### src/hw/rtl/bfmt_pkg.sv
// Shared types, constants and helper functions of the base-30 float text formatter.
package bfmt_pkg;

    localparam int DEF_MAX_DIGITS = 12;
    localparam int DEF_WORK_WORDS = 36;
    localparam int FRAC_WORDS     = 17;

    // bit offset of the mantissa lsb inside the work number
    localparam logic [11:0] SHIFT_NORM = 12'(FRAC_WORDS * 64 - 1075);
    localparam logic [11:0] SHIFT_SUB  = 12'(FRAC_WORDS * 64 - 1074);

    localparam logic [3:0] SIG_DIGITS_RST  = 4'd12;
    localparam logic [8:0] FIELD_LIMIT_RST = 9'd20;

    localparam logic [7:0] CFG_IDX_SIG_DIGITS  = 8'd0;
    localparam logic [7:0] CFG_IDX_FIELD_LIMIT = 8'd1;

    localparam logic [4:0] RADIX      = 5'd30;
    localparam logic [4:0] HALF_DIGIT = 5'd15;
    localparam logic [4:0] TOP_DIGIT  = 5'd29;

    localparam logic [7:0] CH_ZERO  = 8'h30;
    localparam logic [7:0] CH_ONE   = 8'h31;
    localparam logic [7:0] CH_A     = 8'h41;
    localparam logic [7:0] CH_T     = 8'h54;
    localparam logic [7:0] CH_STAR  = 8'h2A;
    localparam logic [7:0] CH_DOT   = 8'h2E;
    localparam logic [7:0] CH_PLUS  = 8'h2B;
    localparam logic [7:0] CH_MINUS = 8'h2D;
    localparam logic [7:0] CH_SLASH = 8'h2F;

    typedef enum logic [2:0] {
        K_NAN, K_INF, K_ZERO, K_FIX_LO, K_FIX_HI, K_EXP
    } t_kind;

    typedef enum logic [4:0] {
        S_IDLE, S_CLEAR, S_DRD, S_DLD, S_DDIV, S_DWR, S_FRD, S_FMUL,
        S_SCAN0, S_SCAN, S_RND0, S_RND1, S_RINC, S_STRIP,
        S_LAY0, S_LAY1, S_LAY2, S_LAY3, S_LAY4, S_EMIT
    } t_state;

    // field layout handed to the character generator
    typedef struct packed {
        t_kind      kind;
        logic       neg;
        logic [3:0] n;
        logic       z;
        logic [4:0] tp;
        logic       exp_neg;
        logic [1:0] ecnt;
        logic [4:0] e2;
        logic [4:0] e1;
        logic [4:0] e0;
    } t_layout;

    function automatic logic [7:0] trig_char(input logic [4:0] d);
        return (d < 5'd10) ? 8'(CH_ZERO + 8'(d)) : 8'(CH_A + 8'(d) - 8'd10);
    endfunction

    // one byte of long division by 30: returns {remainder, quotient byte}
    function automatic logic [12:0] div30_byte(input logic [7:0] b, input logic [4:0] r);
        logic [5:0] t;
        logic [4:0] rr;
        logic [7:0] q;
        rr = r;
        q  = '0;
        for (int i = 7; i >= 0; i--) begin
            t = {rr, b[i]};
            if (t >= 6'(RADIX)) begin
                rr   = 5'(t - 6'(RADIX));
                q[i] = 1'b1;
            end else begin
                rr = t[4:0];
            end
        end
        return {rr, q};
    endfunction

endpackage

### src/hw/rtl/bfmt_ifs.sv
// Stream and configuration interfaces of the base-30 float text formatter.
interface bfmt_in_if;
    logic        valid;
    logic        ready;
    logic [63:0] value_bits;
    modport source (output valid, output value_bits, input ready);
    modport sink   (input valid, input value_bits, output ready);
endinterface

interface bfmt_out_if;
    logic       valid;
    logic       ready;
    logic [7:0] out_char;
    logic       last;
    logic       overflow;
    modport source (output valid, output out_char, output last, output overflow, input ready);
    modport sink   (input valid, input out_char, input last, input overflow, output ready);
endinterface

interface bfmt_cfg_if;
    logic       valid;
    logic       ready;
    logic [7:0] index;
    logic [8:0] data;
    modport source (output valid, output index, output data, input ready);
    modport sink   (input valid, input index, input data, output ready);
endinterface

### src/hw/rtl/bfmt_work_mem.sv
// Work number memory: one write port, one registered read port.
module bfmt_work_mem #(
    parameter int WORK_WORDS = 36
) (
    input  logic                          i_clk,
    input  logic                          i_we,
    input  logic [$clog2(WORK_WORDS)-1:0] i_waddr,
    input  logic [63:0]                   i_wdata,
    input  logic                          i_re,
    input  logic [$clog2(WORK_WORDS)-1:0] i_raddr,
    output logic [63:0]                   o_rdata
);
    logic [63:0] mem [WORK_WORDS];

    always_ff @(posedge i_clk) begin
        if (i_we) begin
            mem[i_waddr] <= i_wdata;
        end
        if (i_re) begin
            o_rdata <= mem[i_raddr];
        end
    end
endmodule

### src/hw/rtl/bfmt_emit.sv
// Character generator: maps a field position to its character.
module bfmt_emit
    import bfmt_pkg::*;
(
    input  t_layout    i_lay,
    input  logic [4:0] i_k,
    input  logic [4:0] i_digit,
    output logic [3:0] o_dig_idx,
    output logic [7:0] o_char
);
    always_comb begin : p_char
        logic [5:0] j;
        logic [5:0] n6;
        logic [5:0] tp6;
        logic [5:0] q;
        logic [5:0] lim;
        logic [1:0] sel;
        j   = 6'(i_k) - 6'(i_lay.neg);
        n6  = 6'(i_lay.n);
        tp6 = 6'(i_lay.tp);
        q   = j - n6 - 6'd1;
        sel = 2'(6'(i_lay.ecnt) - 6'd1 - q);
        lim = 6'd2 + 6'(i_lay.z) + n6;
        o_dig_idx = '0;
        o_char    = CH_SLASH;
        if (i_lay.kind == K_NAN) begin
            o_char = (i_k == 5'd0) ? CH_STAR : CH_DOT;
        end else if (i_lay.neg && i_k == 5'd0) begin
            o_char = CH_MINUS;
        end else begin
            unique case (i_lay.kind)
                K_INF: begin
                    unique case (j)
                        6'd0:       o_char = CH_ONE;
                        6'd1:       o_char = CH_PLUS;
                        6'd2, 6'd3: o_char = CH_T;
                        default:    o_char = CH_SLASH;
                    endcase
                end
                K_ZERO: begin
                    o_char = (j == 6'd0) ? CH_ZERO : CH_SLASH;
                end
                K_FIX_LO: begin
                    if (j == 6'd0) begin
                        o_char = CH_ZERO;
                    end else if (j == 6'd1) begin
                        o_char = CH_DOT;
                    end else if (i_lay.z && j == 6'd2) begin
                        o_char = CH_ZERO;
                    end else if (j < lim) begin
                        o_dig_idx = 4'(j - 6'd2 - 6'(i_lay.z));
                        o_char    = trig_char(i_digit);
                    end
                end
                K_FIX_HI: begin
                    if (j < tp6) begin
                        if (j < n6) begin
                            o_dig_idx = 4'(j);
                            o_char    = trig_char(i_digit);
                        end else begin
                            o_char = CH_ZERO;
                        end
                    end else if (n6 > tp6 && j == tp6) begin
                        o_char = CH_DOT;
                    end else if (n6 > tp6 && j <= n6) begin
                        o_dig_idx = 4'(j - 6'd1);
                        o_char    = trig_char(i_digit);
                    end
                end
                K_EXP: begin
                    if (j < n6) begin
                        o_dig_idx = 4'(j);
                        o_char    = trig_char(i_digit);
                    end else if (j == n6) begin
                        o_char = i_lay.exp_neg ? CH_MINUS : CH_PLUS;
                    end else if (q < 6'(i_lay.ecnt)) begin
                        unique case (sel)
                            2'd0:    o_char = trig_char(i_lay.e0);
                            2'd1:    o_char = trig_char(i_lay.e1);
                            default: o_char = trig_char(i_lay.e2);
                        endcase
                    end
                end
                default: o_char = CH_SLASH;
            endcase
        end
    end
endmodule

### src/hw/rtl/base30_float_text_formatter_unit.sv
// Top level of the base-30 float text formatter: sequencer, digit buffer and output stage.
//
// Usage: i_in carries one binary64 bit pattern per transaction; o_out returns
// the base-30 text field one character per transaction, last set on the final
// character; a field that does not fit field_limit gives one transaction with
// out_char 0, last 1 and overflow 1. i_cfg writes significant_digits (index 0)
// and field_limit (index 1); other indexes are dropped; it is always ready.
// One item is in work at a time; i_in is ready only while the sequencer idles.
// Steps per finite item: a clear pass over all WORK_WORDS, then one divide-by-30
// pass over the WORK_WORDS-17 integer words per integer digit, a byte at a time on
// the byte-serial divider, then one multiply-by-30 pass over the 17 fraction words
// per fraction digit, one word a cycle, then a sticky scan of the fraction words,
// rounding and layout, then one character per cycle while the receiver is ready.
// NaN, infinity and zero skip the memory and go straight to the field length
// step. The work memory has a single read port.
// Reset clears the sequencer and output stage and loads 12 and 20 into the
// registers; the work memory holds no reset value and is rewritten per item.
// A stalled receiver holds the output register; the sequencer waits with it.
module base30_float_text_formatter_unit
    import bfmt_pkg::*;
#(
    parameter int MAX_DIGITS = DEF_MAX_DIGITS,
    parameter int WORK_WORDS = DEF_WORK_WORDS
) (
    input  logic          i_clk,
    input  logic          i_rst_n,
    bfmt_in_if.sink       i_in,
    bfmt_out_if.source    o_out,
    bfmt_cfg_if.sink      i_cfg
);
    localparam int CAP = MAX_DIGITS + 1;
    localparam int DIW = $clog2(CAP);
    localparam int AW  = $clog2(WORK_WORDS);
    localparam logic [AW-1:0] TOP_ADDR = AW'(WORK_WORDS - 1);
    localparam logic [AW-1:0] FRAC_LO  = AW'(FRAC_WORDS);
    localparam logic [AW-1:0] FRAC_TOP = AW'(FRAC_WORDS - 1);
    localparam logic [3:0]    CAP_N    = 4'(CAP);
    localparam logic [3:0]    MAX_N    = 4'(MAX_DIGITS);

    t_state r_state, n_state;

    // work memory port
    logic          mem_we;
    logic [AW-1:0] mem_waddr;
    logic [63:0]   mem_wdata;
    logic          mem_re;
    logic [AW-1:0] mem_raddr;
    logic [63:0]   mem_q;

    // sequencer registers
    logic [AW-1:0]      r_addr, n_addr;
    logic [63:0]        r_w, n_w;
    logic [4:0]         r_rem, n_rem;
    logic [2:0]         r_step, n_step;
    logic               r_qnz, n_qnz;
    logic [4:0]         r_carry, n_carry;
    logic [3:0]         r_cnt, n_cnt;
    logic [4:0]         r_dig [CAP];
    logic [4:0]         n_dig [CAP];
    logic signed [11:0] r_radix, n_radix;
    logic               r_sticky, n_sticky;
    logic [3:0]         r_n, n_n;
    logic [3:0]         r_i, n_i;
    logic [4:0]         r_dp, n_dp;
    logic               r_rest, n_rest;
    t_layout            r_lay, n_lay;
    logic [11:0]        r_mag, n_mag;
    logic [7:0]         r_q1, n_q1;
    logic [7:0]         r_q2, n_q2;
    logic [5:0]         r_len, n_len;
    logic               r_err, n_err;
    logic [4:0]         r_k, n_k;
    logic [63:0]        r_place_lo, n_place_lo;
    logic [63:0]        r_place_hi, n_place_hi;
    logic [6:0]         r_pidx, n_pidx;
    logic               r_int_nz, n_int_nz;

    // configuration
    logic [3:0] r_sd;
    logic [8:0] r_limit;

    // output register
    logic       r_o_valid, n_o_valid;
    logic [7:0] r_o_char, n_o_char;
    logic       r_o_last, n_o_last;
    logic       r_o_ovf, n_o_ovf;

    // input decode and mantissa placement
    logic         in_acc;
    logic [10:0]  in_ex;
    logic [51:0]  in_man;
    logic [52:0]  in_m;
    logic [11:0]  in_s;
    logic [127:0] in_wide;

    assign i_in.ready = (r_state == S_IDLE);
    assign in_acc     = i_in.valid && i_in.ready;
    assign in_ex      = i_in.value_bits[62:52];
    assign in_man     = i_in.value_bits[51:0];
    assign in_m       = {(in_ex != 11'd0), in_man};
    assign in_s       = (in_ex != 11'd0) ? 12'(12'(in_ex) + SHIFT_NORM) : SHIFT_SUB;
    assign in_wide    = 128'(in_m) << in_s[5:0];

    // digit buffer read port and character generator
    logic [3:0] p_eff;
    logic [3:0] rd_idx;
    logic [4:0] dq;
    logic [3:0] e_idx;
    logic [7:0] e_char;

    assign p_eff = (r_sd == 4'd0 || r_sd > MAX_N) ? MAX_N : r_sd;

    always_comb begin
        unique case (r_state)
            S_RND0:          rd_idx = p_eff;
            S_RND1, S_STRIP: rd_idx = r_n - 4'd1;
            S_RINC:          rd_idx = r_i;
            S_EMIT:          rd_idx = e_idx;
            default:         rd_idx = '0;
        endcase
    end

    assign dq = r_dig[rd_idx[DIW-1:0]];

    bfmt_emit u_emit (
        .i_lay     (r_lay),
        .i_k       (r_k),
        .i_digit   (dq),
        .o_dig_idx (e_idx),
        .o_char    (e_char)
    );

    bfmt_work_mem #(
        .WORK_WORDS (WORK_WORDS)
    ) u_mem (
        .i_clk   (i_clk),
        .i_we    (mem_we),
        .i_waddr (mem_waddr),
        .i_wdata (mem_wdata),
        .i_re    (mem_re),
        .i_raddr (mem_raddr),
        .o_rdata (mem_q)
    );

    // layout helpers
    logic signed [11:0] lay_e;
    logic               lay_fixed;
    assign lay_e     = r_radix - $signed(12'(r_n));
    assign lay_fixed = (r_radix >= -12'sd1) && (r_radix < $signed(12'(r_n) + 12'd3));

    always_comb begin : p_next
        logic [12:0] dv;
        logic [68:0] prod;
        logic [63:0] clr_data;
        logic [4:0]  d;
        logic        up;
        logic        rest;
        logic [5:0]  body;
        logic        slot_free;

        n_state    = r_state;
        n_addr     = r_addr;
        n_w        = r_w;
        n_rem      = r_rem;
        n_step     = r_step;
        n_qnz      = r_qnz;
        n_carry    = r_carry;
        n_cnt      = r_cnt;
        n_dig      = r_dig;
        n_radix    = r_radix;
        n_sticky   = r_sticky;
        n_n        = r_n;
        n_i        = r_i;
        n_dp       = r_dp;
        n_rest     = r_rest;
        n_lay      = r_lay;
        n_mag      = r_mag;
        n_q1       = r_q1;
        n_q2       = r_q2;
        n_len      = r_len;
        n_err      = r_err;
        n_k        = r_k;
        n_place_lo = r_place_lo;
        n_place_hi = r_place_hi;
        n_pidx     = r_pidx;
        n_int_nz   = r_int_nz;
        n_o_valid  = r_o_valid && !o_out.ready;
        n_o_char   = r_o_char;
        n_o_last   = r_o_last;
        n_o_ovf    = r_o_ovf;

        mem_we    = 1'b0;
        mem_waddr = r_addr;
        mem_wdata = r_w;
        mem_re    = 1'b0;
        mem_raddr = r_addr;

        dv        = div30_byte(r_w[63:56], r_rem);
        // word * 30 + carry as 32x - 2x
        prod      = {mem_q, 5'b0} - {4'b0, mem_q, 1'b0} + 69'(r_carry);
        clr_data  = ((7'(r_addr) == r_pidx) ? r_place_lo : 64'd0) |
                    ((7'(r_addr) == 7'(r_pidx + 7'd1)) ? r_place_hi : 64'd0);
        d         = prod[68:64];
        up        = 1'b0;
        rest      = r_sticky;
        body      = '0;
        slot_free = !r_o_valid || o_out.ready;

        unique case (r_state)
            S_IDLE: begin
                if (in_acc) begin
                    n_lay.neg = i_in.value_bits[63];
                    n_k       = '0;
                    if (in_ex == 11'h7FF) begin
                        n_lay.kind = (in_man != 52'd0) ? K_NAN : K_INF;
                        n_state    = S_LAY4;
                    end else if (in_ex == 11'd0 && in_man == 52'd0) begin
                        n_lay.kind = K_ZERO;
                        n_state    = S_LAY4;
                    end else begin
                        n_place_lo = in_wide[63:0];
                        n_place_hi = in_wide[127:64];
                        n_pidx     = 7'(in_s[11:6]);
                        n_addr     = '0;
                        n_int_nz   = 1'b0;
                        n_cnt      = '0;
                        n_sticky   = 1'b0;
                        n_radix    = '0;
                        n_state    = S_CLEAR;
                    end
                end
            end
            S_CLEAR: begin
                mem_we    = 1'b1;
                mem_wdata = clr_data;
                if (r_addr >= FRAC_LO && clr_data != 64'd0) begin
                    n_int_nz = 1'b1;
                end
                if (r_addr == TOP_ADDR) begin
                    if (n_int_nz) begin
                        n_addr  = TOP_ADDR;
                        n_rem   = '0;
                        n_qnz   = 1'b0;
                        n_state = S_DRD;
                    end else begin
                        n_addr  = '0;
                        n_state = S_FRD;
                    end
                end else begin
                    n_addr = r_addr + AW'(1);
                end
            end
            S_DRD: begin
                mem_re  = 1'b1;
                n_state = S_DLD;
            end
            S_DLD: begin
                n_w     = mem_q;
                n_step  = '0;
                n_state = S_DDIV;
            end
            S_DDIV: begin
                n_w    = {r_w[55:0], dv[7:0]};
                n_rem  = dv[12:8];
                n_step = r_step + 3'd1;
                if (r_step == 3'd7) begin
                    n_state = S_DWR;
                end
            end
            S_DWR: begin
                mem_we = 1'b1;
                if (r_w != 64'd0) begin
                    n_qnz = 1'b1;
                end
                if (r_addr == FRAC_LO) begin
                    // integer pass done: remainder is the next more significant digit
                    if (r_cnt == CAP_N) begin
                        if (r_dig[CAP-1] != 5'd0) begin
                            n_sticky = 1'b1;
                        end
                    end else begin
                        n_cnt = r_cnt + 4'd1;
                    end
                    for (int i = CAP - 1; i > 0; i--) begin
                        n_dig[i] = r_dig[i-1];
                    end
                    n_dig[0] = r_rem;
                    n_radix  = r_radix + 12'sd1;
                    if (n_qnz) begin
                        n_addr  = TOP_ADDR;
                        n_rem   = '0;
                        n_qnz   = 1'b0;
                        n_state = S_DRD;
                    end else if (n_cnt == CAP_N) begin
                        n_addr  = '0;
                        n_state = S_SCAN0;
                    end else begin
                        n_addr  = '0;
                        n_state = S_FRD;
                    end
                end else begin
                    n_addr  = r_addr - AW'(1);
                    n_state = S_DRD;
                end
            end
            S_FRD: begin
                mem_re  = 1'b1;
                n_carry = '0;
                n_state = S_FMUL;
            end
            S_FMUL: begin
                mem_we    = 1'b1;
                mem_wdata = prod[63:0];
                n_carry   = d;
                if (r_addr != FRAC_TOP) begin
                    mem_re    = 1'b1;
                    mem_raddr = r_addr + AW'(1);
                    n_addr    = r_addr + AW'(1);
                end else begin
                    n_addr = '0;
                    if (r_cnt == 4'd0 && d == 5'd0) begin
                        // leading zero digit: shift the radix point instead
                        n_radix = r_radix - 12'sd1;
                        n_state = S_FRD;
                    end else begin
                        n_dig[r_cnt[DIW-1:0]] = d;
                        n_cnt = r_cnt + 4'd1;
                        n_state = (n_cnt == CAP_N) ? S_SCAN0 : S_FRD;
                    end
                end
            end
            S_SCAN0: begin
                mem_re  = 1'b1;
                n_state = S_SCAN;
            end
            S_SCAN: begin
                if (mem_q != 64'd0) begin
                    n_sticky = 1'b1;
                end
                if (r_addr != FRAC_TOP) begin
                    mem_re    = 1'b1;
                    mem_raddr = r_addr + AW'(1);
                    n_addr    = r_addr + AW'(1);
                end else begin
                    n_state = S_RND0;
                end
            end
            S_RND0: begin
                for (int i = 0; i < CAP; i++) begin
                    if (4'(i) > p_eff && r_dig[i] != 5'd0) begin
                        rest = 1'b1;
                    end
                end
                n_rest  = rest;
                n_dp    = dq;
                n_n     = p_eff;
                n_state = S_RND1;
            end
            S_RND1: begin
                up = (r_dp > HALF_DIGIT) ||
                     ((r_dp == HALF_DIGIT) && (r_rest || dq[0]));
                if (up) begin
                    n_i     = r_n - 4'd1;
                    n_state = S_RINC;
                end else begin
                    n_state = S_STRIP;
                end
            end
            S_RINC: begin
                if (dq == TOP_DIGIT) begin
                    n_dig[r_i[DIW-1:0]] = 5'd0;
                    if (r_i == 4'd0) begin
                        // carry out of every digit: the field becomes a single 1
                        n_dig[0] = 5'd1;
                        n_n      = 4'd1;
                        n_radix  = r_radix + 12'sd1;
                        n_state  = S_STRIP;
                    end else begin
                        n_i = r_i - 4'd1;
                    end
                end else begin
                    n_dig[r_i[DIW-1:0]] = 5'(dq + 5'd1);
                    n_state = S_STRIP;
                end
            end
            S_STRIP: begin
                if (r_n > 4'd1 && dq == 5'd0) begin
                    n_n = r_n - 4'd1;
                end else begin
                    n_state = S_LAY0;
                end
            end
            S_LAY0: begin
                n_lay.n       = r_n;
                n_lay.z       = (r_radix == -12'sd1);
                n_lay.tp      = r_radix[4:0];
                n_lay.exp_neg = lay_e[11];
                if (lay_fixed) begin
                    n_lay.kind = (r_radix <= 12'sd0) ? K_FIX_LO : K_FIX_HI;
                end else begin
                    n_lay.kind = K_EXP;
                end
                n_mag   = lay_e[11] ? 12'(-lay_e) : 12'(lay_e);
                n_state = S_LAY1;
            end
            S_LAY1: begin
                n_q1    = 8'((24'(r_mag) * 24'd2185) >> 16);
                n_state = S_LAY2;
            end
            S_LAY2: begin
                n_lay.e0 = 5'(r_mag - 12'(r_q1) * 12'd30);
                n_q2     = 8'((20'(r_q1) * 20'd2185) >> 16);
                n_state  = S_LAY3;
            end
            S_LAY3: begin
                n_lay.e1 = 5'(r_q1 - 8'(r_q2 * 8'd30));
                n_lay.e2 = 5'(r_q2);
                if (r_mag < 12'd30) begin
                    n_lay.ecnt = 2'd1;
                end else if (r_q1 < 8'd30) begin
                    n_lay.ecnt = 2'd2;
                end else begin
                    n_lay.ecnt = 2'd3;
                end
                n_state = S_LAY4;
            end
            S_LAY4: begin
                unique case (r_lay.kind)
                    K_NAN:    body = 6'd1;
                    K_INF:    body = 6'd4;
                    K_ZERO:   body = 6'd1;
                    K_FIX_LO: body = 6'd2 + 6'(r_lay.z) + 6'(r_lay.n);
                    K_FIX_HI: body = (r_lay.n > 4'(r_lay.tp)) ?
                                     6'(r_lay.n) + 6'd1 : 6'(r_lay.tp);
                    K_EXP:    body = 6'(r_lay.n) + 6'd1 + 6'(r_lay.ecnt);
                    default:  body = 6'd1;
                endcase
                // NaN has no sign and no terminator of its own: '*' '.'
                n_len   = (r_lay.kind == K_NAN) ? 6'd2 : body + 6'd1 + 6'(r_lay.neg);
                n_err   = (9'(n_len) + 9'd1) > r_limit;
                n_k     = '0;
                n_state = S_EMIT;
            end
            S_EMIT: begin
                if (slot_free) begin
                    n_o_valid = 1'b1;
                    if (r_err) begin
                        n_o_char = 8'd0;
                        n_o_last = 1'b1;
                        n_o_ovf  = 1'b1;
                        n_state  = S_IDLE;
                    end else begin
                        n_o_char = e_char;
                        n_o_last = (6'(r_k) == r_len - 6'd1);
                        n_o_ovf  = 1'b0;
                        n_k      = r_k + 5'd1;
                        if (n_o_last) begin
                            n_state = S_IDLE;
                        end
                    end
                end
            end
            default: n_state = S_IDLE;
        endcase
    end

    // control state
    always_ff @(posedge i_clk) begin
        if (!i_rst_n) begin
            r_state   <= S_IDLE;
            r_o_valid <= 1'b0;
            r_radix   <= '0;
            r_sticky  <= 1'b0;
            r_cnt     <= '0;
        end else begin
            r_state   <= n_state;
            r_o_valid <= n_o_valid;
            r_radix   <= n_radix;
            r_sticky  <= n_sticky;
            r_cnt     <= n_cnt;
        end
    end

    // payload and datapath registers
    always_ff @(posedge i_clk) begin
        r_addr     <= n_addr;
        r_w        <= n_w;
        r_rem      <= n_rem;
        r_step     <= n_step;
        r_qnz      <= n_qnz;
        r_carry    <= n_carry;
        r_dig      <= n_dig;
        r_n        <= n_n;
        r_i        <= n_i;
        r_dp       <= n_dp;
        r_rest     <= n_rest;
        r_lay      <= n_lay;
        r_mag      <= n_mag;
        r_q1       <= n_q1;
        r_q2       <= n_q2;
        r_len      <= n_len;
        r_err      <= n_err;
        r_k        <= n_k;
        r_place_lo <= n_place_lo;
        r_place_hi <= n_place_hi;
        r_pidx     <= n_pidx;
        r_int_nz   <= n_int_nz;
        r_o_char   <= n_o_char;
        r_o_last   <= n_o_last;
        r_o_ovf    <= n_o_ovf;
    end

    // configuration writes; unknown indexes are dropped
    assign i_cfg.ready = 1'b1;

    always_ff @(posedge i_clk) begin
        if (!i_rst_n) begin
            r_sd    <= SIG_DIGITS_RST;
            r_limit <= FIELD_LIMIT_RST;
        end else if (i_cfg.valid && i_cfg.ready) begin
            if (i_cfg.index == CFG_IDX_SIG_DIGITS) begin
                r_sd <= i_cfg.data[3:0];
            end else if (i_cfg.index == CFG_IDX_FIELD_LIMIT) begin
                r_limit <= i_cfg.data;
            end
        end
    end

    assign o_out.valid    = r_o_valid;
    assign o_out.out_char = r_o_char;
    assign o_out.last     = r_o_last;
    assign o_out.overflow = r_o_ovf;

    // an error transaction is always a lone terminating zero
    a_ovf_alone: assert property (@(posedge i_clk) disable iff (!i_rst_n)
        (o_out.valid && o_out.overflow) |-> (o_out.last && o_out.out_char == 8'd0))
        else $error("overflow transaction without last or with nonzero char");

    // digit count never passes the buffer depth
    a_cnt_cap: assert property (@(posedge i_clk) disable iff (!i_rst_n)
        r_cnt <= CAP_N)
        else $error("digit count beyond buffer depth");

    // an accepted item always starts work
    a_acc_busy: assert property (@(posedge i_clk) disable iff (!i_rst_n)
        (i_in.valid && i_in.ready) |=> (r_state != S_IDLE))
        else $error("accepted item left the sequencer idle");

    // multiply pass and sticky scan stay within the fraction words
    a_frac_addr: assert property (@(posedge i_clk) disable iff (!i_rst_n)
        (r_state == S_FMUL || r_state == S_SCAN) |-> (r_addr <= FRAC_TOP))
        else $error("fraction pass address out of range");

endmodule
### src/flat_wrapper.sv
// flat-port wrapper written by rule: the top's interface ports become plain ports
module base30_float_text_formatter_unit_flat import bfmt_pkg::*;
#(
    parameter int MAX_DIGITS = DEF_MAX_DIGITS,
    parameter int WORK_WORDS = DEF_WORK_WORDS
)
  (i_clk, i_rst_n, i_in_valid, i_in_value_bits, i_in_ready, o_out_valid, o_out_out_char, o_out_last, o_out_overflow, o_out_ready, i_cfg_valid, i_cfg_index, i_cfg_data, i_cfg_ready);
  bfmt_in_if i_in_i ();
  bfmt_out_if o_out_i ();
  bfmt_cfg_if i_cfg_i ();
  input  logic i_clk;
  input  logic i_rst_n;
  input wire logic [$bits(i_in_i.valid)-1:0] i_in_valid;
  input wire logic [$bits(i_in_i.value_bits)-1:0] i_in_value_bits;
  output wire logic [$bits(i_in_i.ready)-1:0] i_in_ready;
  output wire logic [$bits(o_out_i.valid)-1:0] o_out_valid;
  output wire logic [$bits(o_out_i.out_char)-1:0] o_out_out_char;
  output wire logic [$bits(o_out_i.last)-1:0] o_out_last;
  output wire logic [$bits(o_out_i.overflow)-1:0] o_out_overflow;
  input wire logic [$bits(o_out_i.ready)-1:0] o_out_ready;
  input wire logic [$bits(i_cfg_i.valid)-1:0] i_cfg_valid;
  input wire logic [$bits(i_cfg_i.index)-1:0] i_cfg_index;
  input wire logic [$bits(i_cfg_i.data)-1:0] i_cfg_data;
  output wire logic [$bits(i_cfg_i.ready)-1:0] i_cfg_ready;
  assign i_in_i.valid = i_in_valid;
  assign i_in_i.value_bits = i_in_value_bits;
  assign i_in_ready = i_in_i.ready;
  assign o_out_valid = o_out_i.valid;
  assign o_out_out_char = o_out_i.out_char;
  assign o_out_last = o_out_i.last;
  assign o_out_overflow = o_out_i.overflow;
  assign o_out_i.ready = o_out_ready;
  assign i_cfg_i.valid = i_cfg_valid;
  assign i_cfg_i.index = i_cfg_index;
  assign i_cfg_i.data = i_cfg_data;
  assign i_cfg_ready = i_cfg_i.ready;
  base30_float_text_formatter_unit #(.MAX_DIGITS(MAX_DIGITS), .WORK_WORDS(WORK_WORDS)) u_core (.i_clk(i_clk), .i_rst_n(i_rst_n), .i_in(i_in_i), .o_out(o_out_i), .i_cfg(i_cfg_i));
endmodule
### config.mk
export PLATFORM = sky130hd
export DESIGN_NAME = base30_float_text_formatter_unit_flat
export DESIGN_NICKNAME = d
export VERILOG_FILES = /design/src/hw/rtl/bfmt_pkg.sv /design/src/hw/rtl/bfmt_ifs.sv /design/src/hw/rtl/bfmt_work_mem.sv /design/src/hw/rtl/bfmt_emit.sv /design/src/hw/rtl/base30_float_text_formatter_unit.sv /design/src/flat_wrapper.sv
export SDC_FILE = /design/constraint.sdc
export NUM_CORES = 2
export LEC_CHECK = 0
export BUFFER_PORTS_ARGS = -buffer_cell sky130_fd_sc_hd__buf_2
export CAP_MARGIN = 20
export CORE_MARGIN = 2
export CORE_UTILIZATION = 30
export CTS_BUF_LIST = sky130_fd_sc_hd__clkbuf_4
export CTS_CLUSTER_SIZE = 14
export DETAILED_ROUTE_END_ITERATION = 10
export GPL_TIMING_DRIVEN = 0
export PLACE_DENSITY = 0.54
export SLEW_MARGIN = 20
export SYNTH_ARGS = -nofsm -noshare
export SYNTH_HDL_FRONTEND = slang
export SYNTH_HIERARCHICAL = 1
export SYNTH_SLANG_ARGS = --single-unit
### constraint.sdc
create_clock -name i_clk -period 15.4 [get_ports i_clk]
set_clock_uncertainty 0.05 [all_clocks]
set_input_delay 4.62 -clock i_clk [delete_from_list [all_inputs] [get_ports i_clk]]
set_output_delay 4.62 -clock i_clk [all_outputs]
set_load 0.005 [all_outputs]
==> summary.md <==
| Metric | Value |
|---|---|
| Worst r2r dst | u_core/r_radix[1]$_SDFFE_PN0P_ |
| 1st-pass router iterations | 8 |
| Die extent in x | ~650 µm |
| Leak pwr | approximately 0.050 µW |
| Largest net degree at the start of global routing | 57 |
| Register bit total from synthesis | 2767 |
| Final setup fails | 0 |
| Antenna violations before repair | 40 |
| Hold Vio Cnt, Final | 0 |
| Hold buffer count at cts | 0 |
| FF-to-FF Start | u_core/r_k[0]$_SDFFCE_PN0P_ |
| Yosys warns | 6 |
| Crit path largest cell delay | around 730 ps |
| CTS Sinks | 2767 |
| Area of the core | 0.4166 mm² |
| Finished Layout Cells | roughly 15k |
| Die footprint | 0.4238 mm² |
| Min-delay worst type | register to register |
| Tmin final | 9483 ps |
| GR Util All Layers | between 10% and 20% |
| Root buf cell | clkbuf_4 |
| Leading cell type in the layout, fill and taps excluded | edfxtp_1 |
| # port buffers | between 90 and 100 |
| 1st-iter DRT viols | 9477 |
| WL per Instance | between 20 and 30 µm |
| Cells after DPL | between 10k and 15k |
| Floorplan row count | 237 |
| Mean Syn Cell Area | ~16 µm² |
| Area grow syn2layout | 18.07% |
| Remaining routing DRC violations | 0 |
| Relative slew margins | between 10% and 20% |
| Hold path start | u_core/r_q2[3]$_DFFE_PP_ |
| Max FO, Critical Path | 10 |
| Max Slew Vio Count | 0 |
| Critical Path RT | 16770 ps |
| Post-CTS Setup Inserts | 0 |
| Cells after Synth | between 7k and 8k |
| First-pass GRT wire length | just under 600000 µm |
| Layout Nets | ~9.3k |
| Post-synth top area share | 65.30% |
| Starting Density | 30.14% |
| Post-synth EDFFs | approximately 2.7k |
| Clock transition at the registers of the reported paths | about 60 ps |
| Cell variety after synth | roughly 100 |
| CTS tree | yes |
| Part of the Yosys area used for sequential elements | roughly two thirds |
| I/O Pins | 99 |
| Power Dens Cells | roughly 200 mW/mm² |
| F_max | 0.1054 GHz |
| WS Path Type | register to register |
| Commonest non-fill, non-tap cells in the layout | edfxtp_1 (2731), clkbuf_4 (1001), mux2i_1 (602) |
| Drt total wl | 423700 µm |
| Worst Tran Pin Value | about 1200 ps |
| Vias in the first global route | 80.96k |
| Die Y | around 650 µm |
| FFs w/ async S/R, synth | 0% |
| Syn Std Cell Area | between 0.1 and 0.15 mm² |
| Total grt overflow | 0 |
| Top cells by area, synth | edfxtp_1 (65%), mux4_2 (10%), mux2i_1 (4.8%), ha_1 (2.7%), nand2_1 (1.3%) |
| Max-cap violations | 0 |
| Slowest stage cell, crit path | o211ai_1 |
| Layout cells sized above 1 | about a quarter |
| Vias post-DR | approximately 80k |
| Reg2Reg Depth | 30 |
| RSZ-0062 raised after global routing | no |
| Gates resized, CTS repair | 0 |
| Status | finished clean |
| Endpoint type of the worst setup path | register |
| Final GP Congestion | between 0.9 and 1 |
| VDD IR max | 148.7 µV |
| Hold path cells | 0 |
| Post-synth top area cell | edfxtp_1 |
| Via/cell ratio | 5.419 |
| Clock Latency Late Sink | about 1600 ps |
| Antenna Violating Nets Remaining | 0 |
| Post-detail-place hpwl | ~310000 µm |
| Worst R2R Setup Slack | 5920 ps |
| Worst Hold Endpoint | u_core/r_lay[13]$_DFFE_PP_ |
| Clock Tree Buf Depth | 4 |
| CP startpoint kind | register |
| Total CTS buffers | 716 |
| Main synth FF type | edfxtp_1 |
| CTS H-tree lvls | 6 |
| Final worst-path cycle share | 61.58% |
| Fill cell count | ~39k |
| TNS Setup | 0 ps |
| WP data arrival | about 11000 ps |
power breakdown:
part | total, µW | leakage (µW) | internal [µW] | switching (µW)
Clock | 6270 | 0.00527 | 3170 | 3100
Sequential | 10400 | 0.0251 | 9850 | 540
Combinational | 13300 | 0.0198 | 4510 | 8760
critical path, delay by kind of cell (launching register included):
kind	cells	cell delay, ps
DFF	1	480
xor gates and xnor gates	1	680
and+or+nand+nor	9	1730
adders and majority gates	3	1010
buffers and inverters	8	2680
AOI/OAI and AO/OA	9	2740
flip-flops by register name (all words and copies together) (netlist names), 5 cells and up:
name / flops
u_core/r_pidx: 6
u_core/r_k: 5
u_core/r_place_lo: 64
u_core/r_dig: 65
u_core/r_mag: 12
u_core/r_dp: 5
u_core/r_w: 64
u_core/r_place_hi: 52
u_core/r_rem: 5
u_core/u_mem/o_rdata: 64
u_core/r_q1: 8
u_core/r_len: 6
u_core/u_mem/mem: 2304
u_core/r_state: 5
u_core/o_out.out_char: 8
u_core/r_limit: 9
u_core/mem_waddr: 6
u_core/r_carry: 5
u_core/r_radix: 12
u_core/r_lay: 31
routing by layer:
metal / vias up / GRT usage (%) / share of wire (%)
met1: 42080 / 26.11 / 41
met5: - / 0 / 0.017
li1: 34270 / - / -
met2: 4089 / 31.04 / 47
met3: 716 / 4.272 / 9.2
met4: 8 / 6.424 / 3.1
cell families after synthesis:
family                   share of synthesized area (%)
XOR/XNOR                                         1.282
multiplexers                                     15.25
AO/OA/AOI/OAI                                    7.007
adder cells (fa/ha/maj)                          2.961
buffers and inverters                            2.128
other                                         0.008966
AND/OR/NAND/NOR                                  5.493
flip-flops                                       65.87
worst max-delay path by stage:
stage	startpoint	to	slack [ps]	depth (start not counted)
after detailed placement	u_core/r_k[0]$_SDFFCE_PN0P_	u_core/r_radix[6]$_SDFFE_PN0P_	6180	30
after CTS	u_core/r_k[0]$_SDFFCE_PN0P_	u_core/r_radix[6]$_SDFFE_PN0P_	6130	30
after global placement	i_in_value_bits[21]	u_core/r_place_lo[57]$_DFFE_PP_	4300	6
after global routing	u_core/r_k[0]$_SDFFCE_PN0P_	u_core/r_radix[6]$_SDFFE_PN0P_	5430	30
after floorplan	i_in_value_bits[52]	u_core/r_pidx[0]$_SDFFCE_PP0P_	6470	7
final	u_core/r_k[0]$_SDFFCE_PN0P_	u_core/r_radix[1]$_SDFFE_PN0P_	5920	30
cells in the mapped netlist (81+ instances only):
library cell,number
a21oi_1,312
a22oi_1,124
buf_2,84
clkbuf_1,249
edfxtp_1,2731
ha_1,270
inv_1,227
mux2i_1,602
mux4_2,569
nand2_1,423
nor2_1,419
nor3_1,81
nor4_1,95
o21ai_0,275
o221ai_1,86
o22ai_1,162
xnor2_1,125
stage by stage:
| stage | setup slack (ps) | utilization, % | hold WS [ps] | instance area [µm²] | power (µW) |
|---|---|---|---|---|---|
| global route | 5433 | 35.58 | 461.3 | 148300 | 31230 |
| global placement | 4297 | 31.92 | 412.1 | 133000 | 22780 |
| CTS | 6133 | 35.57 | 439.6 | 148200 | 29990 |
| floorplan | 6468 | - | 394.6 | 125600 | 17850 |
| finish | 5917 | 35.59 | 439.0 | 148300 | 29940 |
| detailed placement | 6179 | 33.43 | 417.9 | 139300 | 23630 |
area by class of cell:
type / instances / area, µm² / share of cell area, %
Buffer: 412 / 1837 / 1.239
Antenna cell: 18 / 45.04 / 0.03038
Clock buffer: 1001 / 7515 / 5.068
Tap cell: 5497 / 6878 / 4.638
Clock inverter: 243 / 1406 / 0.9484
Timing Repair Buffer: 333 / 5524 / 3.725
Multi-Input combinational cell: 4478 / 41490 / 27.98
Sequential cell: 2767 / 82730 / 55.79
Inverter: 229 / 859.6 / 0.5797
Power figures use the tool's default switching activity.
